## config.mk

```make
export PLATFORM = sky130hd
export DESIGN_NAME = sqvb_queue
export DESIGN_NICKNAME = d
export VERILOG_FILES = /design/src/hw/rtl/sqvb_pkg.sv /design/src/hw/rtl/sqvb_queue.sv
export SDC_FILE = /design/constraint.sdc
export NUM_CORES = 1
export LEC_CHECK = 0
export ABC_AREA = 1
export ABC_CLOCK_PERIOD_IN_PS = 18300
export BUFFER_PORTS_ARGS = -buffer_cell sky130_fd_sc_hd__buf_2
export CAP_MARGIN = 20
export CORE_AREA = 2 2 196 198
export DETAILED_ROUTE_END_ITERATION = 8
export DIE_AREA = 0 0 198 200
export PLACE_DENSITY = 0.78
export SLEW_MARGIN = 5
export SYNTH_ARGS = -nofsm -noshare
export SYNTH_HDL_FRONTEND = slang
export SYNTH_SLANG_ARGS = --single-unit
```

## constraint.sdc

```tcl
create_clock -name clk -period 18.3 [get_ports clk]
set_clock_uncertainty 0.2 [all_clocks]
set_input_delay 1.83 -clock clk [delete_from_list [all_inputs] [get_ports clk]]
set_output_delay 1.83 -clock clk [all_outputs]
set_load 0.02 [all_outputs]
```

## src/hw/rtl/sqvb_pkg.sv

```systemverilog
// Shared types, constants and the CORDIC arc table for the sprite quad batcher.
// No dependencies; every other file of the block imports this package.
package sqvb_pkg;

	localparam int BATCH_QUAD_CAP  = 16384;
	localparam int SLOT_TABLE_SIZE = 32;
	localparam int QCNT_W        = $clog2(BATCH_QUAD_CAP + 1);
	localparam int USED_W        = $clog2(SLOT_TABLE_SIZE + 1);
	localparam int SIDX_W        = $clog2(SLOT_TABLE_SIZE);
	localparam int SLOT_W        = 5;
	localparam int INDEX_W       = 17;
	localparam int QDEPTH        = 2;
	localparam int CORDIC_STEPS  = 15;
	localparam int STEP_W        = $clog2(CORDIC_STEPS);
	localparam int CORDIC_GAIN   = 39797;
	localparam int CS_W          = 19;
	localparam int Z_W           = 16;
	localparam int PROD_W        = CS_W + 32;
	localparam int SUM_W         = PROD_W + 1;
	localparam int OFS_W         = SUM_W + 1;
	localparam int ROUND_HALF    = 65536;
	localparam logic [15:0] TILE_ONE = 16'd256;

	typedef enum logic [1:0] {
		OP_BEGIN = 2'd0,
		OP_DRAW  = 2'd1,
		OP_END   = 2'd2
	} op_t;

	typedef enum logic [1:0] {
		F_IDLE,
		F_CMP,
		F_PUSH
	} fst_t;

	typedef enum logic [2:0] {
		B_IDLE,
		B_FLUSH,
		B_ROT,
		B_MUL,
		B_SUM,
		B_OFF,
		B_EMIT
	} bst_t;

	typedef struct packed {
		logic [1:0]         opcode;
		logic signed [31:0] pos_x;
		logic signed [31:0] pos_y;
		logic signed [31:0] pos_z;
		logic signed [31:0] size_x;
		logic signed [31:0] size_y;
		logic [15:0]        angle;
		logic [31:0]        color;
		logic               textured;
		logic [15:0]        texture_id;
		logic [15:0]        tile_scale;
	} cmd_in_t;

	// work record passed from front to back through the queue
	typedef struct packed {
		logic               flush_en;
		logic [INDEX_W-1:0] flush_cnt;
		logic               draw_en;
		logic [SLOT_W-1:0]  slot;
		logic [15:0]        tiling;
		logic signed [31:0] pos_x;
		logic signed [31:0] pos_y;
		logic signed [31:0] pos_z;
		logic signed [31:0] size_x;
		logic signed [31:0] size_y;
		logic [15:0]        angle;
		logic [31:0]        color;
	} work_t;

	typedef struct packed {
		logic               kind;
		logic signed [31:0] vert_x;
		logic signed [31:0] vert_y;
		logic signed [31:0] vert_z;
		logic [31:0]        vert_color;
		logic               tex_u;
		logic               tex_v;
		logic [SLOT_W-1:0]  slot;
		logic [15:0]        vert_tiling;
		logic [INDEX_W-1:0] index_count;
		logic               last;
	} res_t;

	// arc tangent of 2^-i in 1/65536 turn
	function automatic logic signed [Z_W-1:0] arc_of(input logic [STEP_W-1:0] i);
		logic signed [Z_W-1:0] a;
		case (i)
			4'd0:    a = 16'sd8192;
			4'd1:    a = 16'sd4836;
			4'd2:    a = 16'sd2555;
			4'd3:    a = 16'sd1297;
			4'd4:    a = 16'sd651;
			4'd5:    a = 16'sd326;
			4'd6:    a = 16'sd163;
			4'd7:    a = 16'sd81;
			4'd8:    a = 16'sd41;
			4'd9:    a = 16'sd20;
			4'd10:   a = 16'sd10;
			4'd11:   a = 16'sd5;
			4'd12:   a = 16'sd3;
			4'd13:   a = 16'sd1;
			4'd14:   a = 16'sd1;
			default: a = 16'sd0;
		endcase
		return a;
	endfunction

endpackage

```

## src/hw/rtl/sqvb_queue.sv

```systemverilog
// Two-entry queue of work records between front and back.
// Depends on sqvb_pkg.
module sqvb_queue
	import sqvb_pkg::*;
(
	input  logic  clk,
	input  logic  arst_n,
	input  logic  push_valid,
	input  work_t push_rec,
	output logic  push_ready,
	output logic  pop_valid,
	output work_t pop_rec,
	input  logic  pop_ready,
	output logic  full,
	output logic  empty
);

	localparam int PTR_W = $clog2(QDEPTH);

	work_t                 mem_q [QDEPTH];
	logic [PTR_W-1:0]      wr_q, rd_q;
	logic [$clog2(QDEPTH+1)-1:0] cnt_q;
	logic                  do_push, do_pop;

	assign full       = (cnt_q == ($clog2(QDEPTH+1))'(QDEPTH));
	assign empty      = (cnt_q == '0);
	assign push_ready = !full;
	assign pop_valid  = !empty;
	assign pop_rec    = mem_q[rd_q];
	assign do_push    = push_valid && !full;
	assign do_pop     = pop_ready && !empty;

	always_ff @(posedge clk or negedge arst_n) begin
		if (!arst_n) begin
			wr_q  <= '0;
			rd_q  <= '0;
			cnt_q <= '0;
		end else begin
			if (do_push)
				wr_q <= (wr_q == PTR_W'(QDEPTH - 1)) ? '0 : wr_q + PTR_W'(1);
			if (do_pop)
				rd_q <= (rd_q == PTR_W'(QDEPTH - 1)) ? '0 : rd_q + PTR_W'(1);
			cnt_q <= cnt_q + ($clog2(QDEPTH+1))'(do_push) - ($clog2(QDEPTH+1))'(do_pop);
		end
	end

	always_ff @(posedge clk) begin
		if (do_push)
			mem_q[wr_q] <= push_rec;
	end

endmodule

```

==> key figures, run 1 <==
Outcome
  • Status: finished clean

Logic synthesis
  • Unique cell type count in the Yosys netlist: 13
  • Share of synthesized area occupied by flip-flops and latches: approximately four fifths
  • Synthesis Warnings: 0
  • Net count after synthesis: ~1600
  • Synth area leaders: edfxtp_1 (81%), nand2_1 (15%), buf_6 (1.3%)
  • Largest area contributor in the synthesized netlist: edfxtp_1
  • Post-Synth Simple-Gate Area: between 10% and 20%
  • Number of register bits inferred by synthesis: 500
  • Count of mapped cells out of synthesis: approximately 1300
  • Multiplexer share of the synthesized area: 0%
  • Portion of synthesized cell area occupied by the leading cell type: 81.1%
  • Synthesized-area fraction occupied by ao, oa, aoi and oai cells: 0%
  • Adder-cell share of the synthesized area: 0.136%
  • Xor and xnor area share after synthesis: 0%
  • Combinational family with the most area after synthesis: simple AND/OR/NAND/NOR gates
  • Syn Area/Cell: approximately 14 sq um
  • Netlist area before placement: 0.0184 sq mm

GRT
  • Total Routing Usage GR: between 20% and 30%
  • Vias in the first global route: 11406
  • Largest net degree at the start of global routing: around 180
  • Wire length of the first global-routing pass: roughly 62000 microns
  • Grt ovf: 0
  • Number of antenna violations at the first check in global routing: 13

Layout
  • Total of fill cells in the finished design: 2759
  • Relative area change from synthesis to final layout: 23.6%
  • Most common cell after layout, fill and taps aside: nand2_1
  • Fraction of final layout cells with drive strength greater than 1: between 30% and 40%
  • Final Net Count: roughly 2100
  • Post-layout instance area: approximately 0.023 sq mm
  • Highest-count cells in the layout ignoring fill and taps: nand2_1 (757), buf_2 (503), edfxtp_1 (496)

Timing
  • Normalized max-slew margin: between 20% and 30%
  • Clock period minus worst slack: around 5.6 ns
  • Count of pins over their slew limit: 0
  • RSZ-0062 raised after global routing: false
  • Slew of the pin with the lowest slew margin: about 1.1 ns
  • Achievable frequency: 0.179 GHz
  • Total negative slack: 0 ns
  • Fin. Hold Viols: 0
  • Portion of the clock cycle consumed by the worst path in the final layout: between 30% and 40%
  • Number of setup violations in the final report: 0

Worst setup path
  • Library cell contributing the largest single delay on the critical path: inv_8
  • Setup CP Type: flop to output port
  • Endpoint required time on the critical path: around 16 ns
  • Critical Path, Cell by Cell: inv_8, buf_4, nand2_1, nand2_1, buf_2
  • Data arrival time of the worst path: 3.56 ns
  • Buffer and inverter count on the worst path: 3
  • Delay contributed by the slowest stage of the critical path: 0.85 ns
  • Crit-path leading delay family: buffers and inverters
  • Crit path capture type: output port
  • Crit Path Max Fanout: approximately 180
  • Cell repeated most along the worst path: nand2_1
  • Type of element launching the critical path: flop

Clock tree
  • Maximum clock path buffer count: 3
  • Total number of clock tree sinks: 500
  • CTS H-tree depth: 2
  • TritonCTS clock tree: built
  • Number of buffers inserted for hold repair after clock tree synthesis: 0
  • Clk_lat worst skew: roughly 0.56 ns
  • Cts bufs inserted: a little under 50
  • Buffers inserted by post-CTS timing repair: 0
  • Reg clk slew, reported paths: ~0.06 ns
  • CTS root buf: clkbuf_16
  • CTS resizes: 0

Route
  • DRT met1 WL: ~15000 microns
  • Total met3 wirelength after detailed routing: 4050 microns
  • Number of vias in the routed layout: 11691
  • Detail-routed net length per standard cell: 18.1 microns
  • Top routing layer in use: met5
  • Wire length after detailed routing: around 43000 microns
  • Number of optimization iterations in the first detailed-route pass: 5
  • Post-route ant nets: 0
  • Iteration-0 DRC Markers: roughly 640
  • Routed via count divided by cell count: between 4 and 5
  • Remaining design rule violation count: 0
  • Amount of wire on met2 after detailed routing: about 22000 microns

Die
  • Floorplan core area: 0.0374 sq mm
  • Vert. Die Dim: around 200 microns
  • Standard-cell row count: 71
  • Die width: ~200 microns
  • Starting utilization of the core area: 49.1%
  • Number of top-level pins: slightly above 500
  • Die area: roughly 0.040 sq mm

Power and ir drop
  • Worst ir drop on vdd: roughly 0.14 mV
  • Leakage dissipation: just under 10 nW
  • Areal power density over the cells: about 180 mW/mm^2
  • Final Total Pwr: approximately 0.004 W

Min path
  • Hold Path Class: flop to flop

Placed design
  • DP Wirelength: roughly 28000 microns
  • Placement-stage cell area: about 0.021 sq mm
  • Routability cong.: around 0.83
  • Count of input and output buffers: 503

Job
  • MaxCap Viol Count: 0
==> layer usage <==
metal / vias to the layer above / GRT usage (%)
li1: 5513 / -
met1: 5569 / 22.5
met2: 499 / 37.2
met3: 98 / 6.79
met4: 12 / 9.30
met5: - / 0
==> flip-flops by register name (all words and copies together) (netlist names) <==
name and flops:
mem_q 496, cnt_q 2, rd_q 1, wr_q 1
==> synth_stat cells <==
| cell | number |
|---|---|
| nand2_1 | 757 |
| edfxtp_1 | 496 |
| buf_2 | 25 |
| buf_6 | 22 |
| inv_1 | 10 |
| buf_4 | 5 |
| dfrtp_1 | 4 |
| nand3_1 | 3 |
| clkbuf_1 | 2 |
| ha_1 | 2 |
| buf_8 | 1 |
| inv_4 | 1 |
| nor2_1 | 1 |
==> worst min-delay path: stages (launching register included) <==
cell     delay [ns]
dfrtp_1        0.34
nand2_1        0.05
nand2_1        0.05
==> final timing paths <==
check                              startpoint  slack, ns  cells past startpoint                endpoint
max in group asynchronous              arst_n      16.91                      1        rd_q$_DFFE_PN0P_
max reg2reg                cnt_q[0]$_DFF_PN0_      15.24                      6  mem_q[1][68]$_DFFE_PP_
min                          wr_q$_DFFE_PN0P_       0.27                      2        wr_q$_DFFE_PN0P_
max                          rd_q$_DFFE_PN0P_      12.71                      5            pop_rec[217]
min reg2reg                  wr_q$_DFFE_PN0P_       0.27                      2        wr_q$_DFFE_PN0P_
min in group asynchronous              arst_n       0.86                      1        rd_q$_DFFE_PN0P_
==> kinds of logic (layout without fill, tap and decap cells) <==
logic type / Yosys count / in the layout
other: 0 / 8
buffers and inverters: 66 / 604
and+or+nand+nor: 761 / 761
adders and majority gates: 2 / 2
DFF: 500 / 500
==> power by group <==
part	internal [W]	leakage, nW	switching (W)
combinational	0.000356	4.38	0.00103
sequential	0.00156	4.66	0.0000850
clock	0.000560	0.725	0.000394
total	0.00248	9.77	0.00151
==> final cells by class <==
class	count	area, sq um	area share (%)
antenna	8	20.0	0.0882
multi-input combinational	763	2890	12.7
sequential	500	15000	66.1
inverter	11	56.3	0.248
clock inverter	19	228	1.00
clock buffer	62	1270	5.62
tap	511	639	2.82
timing repair buffer	512	2580	11.4
==> stage by stage <==
stage	utilization [%]	hold slack, ns	instances	setup slack, ns
global placement	56.6	0.255	2297	13.24
finish	60.7	0.275	2386	12.71
detailed placement	56.6	0.262	2297	13.26
global route	60.7	0.290	2382	12.40
CTS	60.6	0.277	2378	12.62
floorplan	-	0.242	1329	5.04
Note: power is estimated with default switching activity, not from simulation.
==> inputs of run 2 (changes only) <==
Settings changed: ABC_CLOCK_PERIOD_IN_PS 18300 to 5500, CORE_AREA 2 2 196 198 to 2 2 197 199, DIE_AREA 0 0 198 200 to 0 0 199 201.
Clock period 18.3 ns to 5.5 ns, I/O delays scaled along.
==> run 2 against run 1 <==
Critical path depth unchanged. Routed wire length increased by 16%. Combinational power grew to 3.5 times the previous value. Design area rose by 11%. Worst hold slack got worse by 0.22 ns. Die area grew 1.0%. Count of clock-buffer cells in the layout up 1. Cell count is 11% higher. Sequential power rose to 3.3 times the previous value. Register-to-register slack lost 12 ns. Core utilization rose by 5.7 points. Via count grew 14%.
==> key figures, run 2 (synthesis gave the netlist of run 1 again) <==
Outcome
  • Status: finished clean (unchanged)

Clock tree
  • Number of buffers inserted for hold repair after clock tree synthesis: 249 (was 0)
  • Total number of clock tree sinks: 500 (unchanged)
  • Cts bufs inserted: 50 (was 49)
  • Clk_lat worst skew: 0.56 ns (about the same)
  • CTS resizes: 0 (unchanged)
  • Buffers inserted by post-CTS timing repair: 0 (unchanged)
  • TritonCTS clock tree: built (unchanged)
  • CTS H-tree depth: 2 (unchanged)
  • Reg clk slew, reported paths: 0.06 ns (about the same)
  • Maximum clock path buffer count: 3 (unchanged)
  • CTS root buf: clkbuf_16 (unchanged)

Power and ir drop
  • Worst ir drop on vdd: 0.411 mV (was 0.141 mV)
  • Combinational share of power: 35.7% (was 34.8%)
  • Areal power density over the cells: 540 mW/mm^2 (was 176 mW/mm^2)
  • Cell-internal power: 0.00838 W (was 0.00248 W)
  • Clock network fraction of total power: 23.8% (was 23.9%)
  • Net switching power: 0.00526 W (was 0.00151 W)
  • Leakage dissipation: 10.8 nW (was 9.77 nW)
  • Fraction of power consumed by sequential logic: 40.4% (was 41.3%)
  • Sw Share: 38.6% (was 37.9%)

Route
  • Remaining design rule violation count: 0 (unchanged)
  • Post-route ant nets: 0 (unchanged)
  • Iteration-0 DRC Markers: 887 (was 636)
  • Routed via count divided by cell count: 5.02 (was 4.90)
  • Wire length after detailed routing: 50200 microns (was 43200 microns)
  • Number of vias in the routed layout: 13304 (was 11691)
  • Number of optimization iterations in the first detailed-route pass: 6 (was 5)
  • Detail-routed net length per standard cell: 18.9 microns (was 18.1 microns)

Die
  • Vert. Die Dim: 201 microns (was 200 microns)
  • Die width: 199 microns (was 198 microns)
  • Standard-cell row count: 72 (was 71)
  • Die area: 0.0400 sq mm (was 0.0396 sq mm)
  • Starting utilization of the core area: 48.2% (was 49.1%)
  • Number of top-level pins: 504 (unchanged)
  • Floorplan core area: 0.0381 sq mm (was 0.0374 sq mm)

Worst setup path
  • Crit path capture type: output port (unchanged)
  • Type of element launching the critical path: flop (unchanged)
  • Data arrival time of the worst path: 3.09 ns (was 3.56 ns)
  • Setup CP Type: flop to output port (unchanged)
  • Crit Path Max Fanout: 165 (was 176)
  • Endpoint required time on the critical path: 4.75 ns (was 16.27 ns)

Layout
  • Registers with the most flip-flops: mem_q (496), cnt_q (2) (unchanged)
  • Most common cell after layout, fill and taps aside: nand2_1 (unchanged)
  • Relative area change from synthesis to final layout: 37.7% (was 23.6%)
  • Number of flip-flops under the largest register name: 496 (unchanged)
  • Final Net Count: 2339 (was 2091)
  • Register with the most flip-flops: mem_q (unchanged)
  • Fraction of final layout cells with drive strength greater than 1: 27.4% (was 31.0%)
  • Highest-count cells in the layout ignoring fill and taps: nand2_1 (757), buf_2 (503), edfxtp_1 (496) (unchanged)

Timing
  • Slew of the pin with the lowest slew margin: 1.02 ns (was 1.06 ns)
  • Clock period minus worst slack: a little under 4 ns
  • Fin. Hold Viols: 0 (unchanged)
  • RSZ-0062 raised after global routing: false (unchanged)
  • Number of setup violations in the final report: 0 (unchanged)
  • Achievable frequency: about 0.26 GHz
  • Count of pins over their slew limit: 0 (unchanged)
  • Min Hold Slack: 0.0526 ns (was 0.275 ns)
  • Normalized max-slew margin: 32.1% (was 29.5%)
  • Portion of the clock cycle consumed by the worst path in the final layout: a little over two thirds
  • Total negative slack: 0 ns (unchanged)
  • Worst path setup slack after routing: 1.66 ns (was 12.71 ns)

Placed design
  • Routability cong.: 0.810 (was 0.832)
  • Count of input and output buffers: 503 (unchanged)
  • Placement-stage worst setup slack: 2.26 ns (was 13.26 ns)
  • DP Wirelength: 27100 microns (was 28300 microns)

Min path
  • Hold Path Class: input port to flop (was flop to flop)

GRT
  • Total Routing Usage GR: 24.6% (was 20.8%)
  • Vias in the first global route: 13762 (was 11406)
  • Grt ovf: 0 (unchanged)
  • Number of antenna violations at the first check in global routing: 8 (was 13)
  • Wire length of the first global-routing pass: 74800 microns (was 61900 microns)
  • Largest net degree at the start of global routing: 166 (was 177)

Job
  • MaxCap Viol Count: 0 (unchanged)
[run 2: cell count changes in the layout (fill, tap and decap cells not counted), moves of 5 or more]
cell | before | now
clkinv_2 | 4 | 9
dlygate4sd3_1 | 0 | 249
clkinv_1 | 6 | 12
buf_12 | 0 | 5
buf_4 | 9 | 2
[run 2: power by group through the flow]
stage | clock, W | combinational [W] | sequential, W
after floorplan | 0 | 0.00313 | 0.00553
final | 0.00325 | 0.00488 | 0.00551
after global placement | 0 | 0.00456 | 0.00552
after global routing | 0.00344 | 0.00522 | 0.00558
after CTS | 0.00328 | 0.00477 | 0.00548
after detailed placement | 0 | 0.00461 | 0.00556
[run 2: area by class of cell]
| type | count | area [sq um] |
|---|---|---|
| Sequential cell | 500 | 15000 |
| Fill cell | 2471 | 12800 |
| Timing Repair Buffer | 759 | 5120 |
| Multi-Input combinational cell | 763 | 2890 |
| Clock buffer | 63 | 1330 |
| Tap cell | 518 | 648 |
| Clock inverter | 29 | 220 |
| Inverter | 11 | 52.6 |
| Antenna cell | 6 | 15.0 |
[run 2: worst max-delay path: stages (launching register included)]
cell and delay (ns):
dfrtp_4 0.81, inv_8 0.80, buf_12 0.42, nand2_1 0.14, nand2_1 0.11, buf_2 0.18
[run 2: per-stage QoR]
step	std cells	area, sq um	power, W	util (%)
detailed placement	2302	21200	0.0102	55.7
floorplan	1329	18400	0.00866	-
CTS	2643	25300	0.0135	66.3
finish	2649	25300	0.0136	66.3
global route	2648	25300	0.0142	66.3
global placement	2302	21200	0.0101	55.7
[run 2: routing by layer]
metal | GRT usage (%) | vias to the layer above | routed length (microns)
met5 | 0 | - | 42
met4 | 13.5 | 6 | 2520
met3 | 6.18 | 173 | 4520
met2 | 42.9 | 768 | 25800
met1 | 27.5 | 6342 | 17300
li1 | - | 6015 | -
[run 2: worst paths after layout]
kind | from | endpoint | slack [ns] | cells after the start
max in group asynchronous | arst_n | rd_q$_DFFE_PN0P_ | 4.82 | 2
worst min-delay path | pop_ready | rd_q$_DFFE_PN0P_ | 0.05 | 3
worst min register to register | wr_q$_DFFE_PN0P_ | wr_q$_DFFE_PN0P_ | 0.28 | 2
worst max register to register | rd_q$_DFFE_PN0P_ | rd_q$_DFFE_PN0P_ | 3.30 | 3
min in group asynchronous | arst_n | wr_q$_DFFE_PN0P_ | 0.14 | 2
worst max-delay path | rd_q$_DFFE_PN0P_ | pop_rec[206] | 1.66 | 5
==> inputs of run 3 (changes only) <==
Settings changed: ABC_AREA 1 to 0, ABC_CLOCK_PERIOD_IN_PS 5500 to 3230, CORE_AREA 2 2 197 199 to default, CORE_UTILIZATION from default to 47, DIE_AREA 0 0 199 201 to default.
Clock period 5.5 ns to 3.23 ns, I/O delays scaled along.
==> run 3 against run 2 <==
Setup slack got worse by 1.2 ns. Power increased by 73%. Die area increased by 2.8%. Design area increased by 4.1%. Cell count decreased by 18%. Flip-flop and latch count unchanged. Non-clock buffer count increased by 15. Via count decreased by 19%. Global-route usage decreased by 3.1 points. Register-to-register slack got worse by 2.2 ns. Sequential power increased by 70%. Area after synthesis increased by 3.2%. Critical endpoint is now pop_rec[75]. Largest power group unchanged.
==> key figures, run 3 <==
GRT
  • GRT met1 Usage: 23.5% (was 27.5%)
  • Routing layer with the top usage in global route: met2 (unchanged)
  • Grt ovf: 0 (unchanged)
  • Vias in the first global route: 11633 (was 13762)
  • Number of antenna violations at the first check in global routing: 10 (was 8)
  • Met3 Usage GRT: 6.08% (was 6.18%)
  • Wire length of the first global-routing pass: 66200 microns (was 74800 microns)
  • Largest net degree at the start of global routing: 138 (was 166)
  • Total Routing Usage GR: 21.5% (was 24.6%)
  • Global Route met2 Usage: 38.2% (was 42.9%)

Timing
  • Fin. Hold Viols: 0 (unchanged)
  • RSZ-0062 raised after global routing: false (unchanged)
  • Clock period minus worst slack: ~2.8 ns
  • Normalized max-slew margin: 37.8% (was 32.1%)
  • Number of setup violations in the final report: 0 (unchanged)
  • Portion of the clock cycle consumed by the worst path in the final layout: between 80 and 90%
  • Achievable frequency: 0.355 GHz
  • Min Hold Slack: 0.265 ns (was 0.0526 ns)
  • Slew of the pin with the lowest slew margin: 0.933 ns (was 1.02 ns)
  • Count of pins over their slew limit: 0 (unchanged)

Outcome
  • Status: finished clean (unchanged)

Die
  • Number of top-level pins: 504 (unchanged)
  • Starting utilization of the core area: 47.7% (was 48.2%)
  • Standard-cell row count: 73 (was 72)
  • Die area: 0.0411 sq mm (was 0.0400 sq mm)
  • Vert. Die Dim: 203 microns (was 201 microns)
  • Floorplan core area: 0.0397 sq mm (was 0.0381 sq mm)
  • Die width: 203 microns (was 199 microns)

Logic synthesis
  • Count leader, synth: edfxtp_1 (was nand2_1)
  • Net count after synthesis: 1045 (was 1583)
  • Syn Area/Cell: 24.0 sq um (was 13.8 sq um)
  • Synthesis Warnings: 0 (unchanged)
  • Number of flops mapped to enable cells by yosys: 496 (unchanged)
  • Number of register bits inferred by synthesis: 500 (unchanged)
  • Unique cell type count in the Yosys netlist: 16 (was 13)
  • Largest area contributor in the synthesized netlist: edfxtp_1 (unchanged)
  • Most used standard cells in the synthesized netlist: edfxtp_1 (496), mux2_4 (202), mux2_2 (46), buf_6 (25), dfrtp_1 (4) (was nand2_1 (757), edfxtp_1 (496), buf_2 (25), buf_6 (22), inv_1 (10))
  • Proportion of synthesized flip-flops having asynchronous set or reset: 0.800% (unchanged)
  • Share of synthesized area occupied by flip-flops and latches: 79.1% (was 81.7%)
  • Synth area leaders: edfxtp_1 (79%), mux2_4 (16%), mux2_2 (2.7%) (was edfxtp_1 (81%), nand2_1 (15%), buf_6 (1.3%))
  • Portion of synthesized cell area occupied by the leading cell type: 78.6% (was 81.1%)
  • Count of mapped cells out of synthesis: 791 (was 1329)
  • Leading register cell type out of synthesis: edfxtp_1 (unchanged)
  • Netlist area before placement: 0.0189 sq mm (was 0.0184 sq mm)

Route
  • Routed via count divided by cell count: 4.96 (was 5.02)
  • Detail-routed net length per standard cell: 21.2 microns (was 18.9 microns)
  • Iteration-0 DRC Markers: 500 (was 887)
  • Number of vias in the routed layout: 10716 (was 13304)
  • Post-route ant nets: 0 (unchanged)
  • Wire length after detailed routing: 45700 microns (was 50200 microns)
  • Number of optimization iterations in the first detailed-route pass: 5 (was 6)
  • Remaining design rule violation count: 0 (unchanged)

Min path
  • Hold Path Class: input port to flop (unchanged)
  • Worst Hold Path Cells: 2 (was 3)

Power and ir drop
  • Fraction of power consumed by sequential logic: 39.5% (was 40.4%)
  • Combinational share of power: 36.7% (was 35.7%)
  • Worst ir drop on vdd: 0.673 mV (was 0.411 mV)
  • Areal power density over the cells: 899 mW/mm^2 (was 540 mW/mm^2)
  • Net switching power: 0.00773 W (was 0.00526 W)
  • Leakage dissipation: 10.5 nW (was 10.8 nW)
  • Clock network fraction of total power: 23.8% (about the same)
  • Cell-internal power: 0.0159 W (was 0.00838 W)
  • Sw Share: 32.6% (was 38.6%)

Worst setup path
  • Endpoint of the worst register-to-register path: mem_q[1][174]$_DFFE_PP_ (was rd_q$_DFFE_PN0P_)
  • Crit Path Max Fanout: 24 (was 165)
  • Worst setup path start: rd_q$_DFFE_PN0P_ (unchanged)
  • Data arrival time of the worst path: 2.30 ns (was 3.09 ns)
  • Type of element launching the critical path: flop (unchanged)
  • Setup slack of the most critical reg-to-reg path: 1.07 ns (was 3.30 ns)
  • Worst R2R Path Depth: 3 (unchanged)
  • Critical path destination: pop_rec[75] (was pop_rec[206])
  • Crit path capture type: output port (unchanged)
  • Endpoint required time on the critical path: 2.71 ns (was 4.75 ns)
  • Critical register-to-register path startpoint: cnt_q[1]$_DFF_PN0_ (was rd_q$_DFFE_PN0P_)
  • Setup CP Type: flop to output port (unchanged)

Layout
  • Total of fill cells in the finished design: 2504 (was 2471)
  • Highest-count cells in the layout ignoring fill and taps: buf_2 (503), edfxtp_1 (496), dlygate4sd3_1 (252) (was nand2_1 (757), buf_2 (503), edfxtp_1 (496))
  • Relative area change from synthesis to final layout: 38.9% (was 37.7%)
  • Final Net Count: 1843 (was 2339)
  • Most common cell after layout, fill and taps aside: buf_2 (was nand2_1)
  • Area occupied by multi-input gates: 0.00367 sq mm (was 0.00289 sq mm)
  • Post-layout instance area: 0.0263 sq mm (was 0.0253 sq mm)
  • Registers with the most flip-flops: mem_q (496), cnt_q (2) (unchanged)
  • Register with the most flip-flops: mem_q (unchanged)
  • Fin util: 66.2% (was 66.3%)
  • Fraction of final layout cells with drive strength greater than 1: 51.8% (was 27.4%)
  • Number of flip-flops under the largest register name: 496 (unchanged)
  • Area of all sequential standard cells: 0.0150 sq mm (unchanged)

Clock tree
  • Cts bufs inserted: 50 (unchanged)
  • Total number of clock tree sinks: 500 (unchanged)
  • CTS H-tree depth: 2 (unchanged)
  • CTS root buf: clkbuf_16 (unchanged)
  • Clk_lat worst skew: 0.57 ns (was 0.56 ns)
  • Maximum clock path buffer count: 3 (unchanged)
  • TritonCTS clock tree: built (unchanged)
  • Reg clk slew, reported paths: 0.06 ns (about the same)

Placed design
  • Placement-stage cell area: 0.0222 sq mm (was 0.0212 sq mm)
  • Routability cong.: 0.794 (was 0.810)
  • Count of input and output buffers: 503 (unchanged)
  • DP Wirelength: 27000 microns (was 27100 microns)

Job
  • MaxCap Viol Count: 0 (unchanged)
run 3: cells by family after synthesis:
family	Yosys count	synth area share (%)
flip-flops	500	79.1
multiplexers	248	18.7
buffers and inverters	31	1.62
AND/OR/NAND/NOR	6	0.172
XOR/XNOR	4	0.185
adder cells (fa/ha/maj)	2	0.132
run 3: timing repair:
item	4_1_cts	5_1_grt
buffers inserted	0	0
resized for setup	0	0
hold buffers	252	0
endpoints found under the hold margin	502	0
run 3: area by class of cell:
type | instances | area share, %
clock inverter | 25 | 0.884
antenna | 10 | 0.0951
tap | 525 | 2.50
timing repair buffer | 774 | 20.4
sequential | 500 | 57.0
inverter | 3 | 0.0428
multi-input combinational | 260 | 14.0
clock buffer | 62 | 5.17
run 3: worst min-delay path by stage:
stage	startpoint	to	slack (ns)
after floorplan	arst_n	cnt_q[0]$_DFF_PN0_	-0.17
after global placement	arst_n	wr_q$_DFFE_PN0P_	-0.07
after detailed placement	arst_n	wr_q$_DFFE_PN0P_	-0.06
after CTS	push_rec[109]	mem_q[0][109]$_DFFE_PP_	0.23
after global routing	push_rec[9]	mem_q[1][9]$_DFFE_PP_	0.24
final	push_rec[233]	mem_q[1][233]$_DFFE_PP_	0.27
run 3: through the flow:
stage / TNS [ns] / worst slack [ns] / power [W] / instances
4_1_cts: 0 / 0.375 / 0.0237 / 2149
3_3_place_gp: 0 / 1.04 / 0.0176 / 1810
3_5_place_dp: 0 / 1.01 / 0.0178 / 1810
5_1_grt: 0 / 0.326 / 0.0245 / 2159
2_1_floorplan: -666.45 / -1.67 / 0.0155 / 791
6_report: 0 / 0.411 / 0.0237 / 2159
run 3: metal layers:
metal / part of all wire [%] / wire length, microns
met5: 0 / 0
met4: 4.8 / 2190
met3: 7.5 / 3410
met2: 52 / 23700
met1: 36 / 16400
run 3: power groups by stage:
stage / Combinational [W] / Sequential [W] / Clock, W
after floorplan: 0.00605 / 0.00943 / 0
after global placement: 0.00829 / 0.00934 / 0
after detailed placement: 0.00837 / 0.00944 / 0
after CTS: 0.00865 / 0.00932 / 0.00571
after global routing: 0.00908 / 0.00945 / 0.00599
final: 0.00869 / 0.00935 / 0.00563
run 3: critical path, stage by stage, from the launching register on:
cell and delay (ns):
dfrtp_4 0.68, buf_12 0.27, buf_12 0.22, mux2_4 0.32, buf_2 0.17
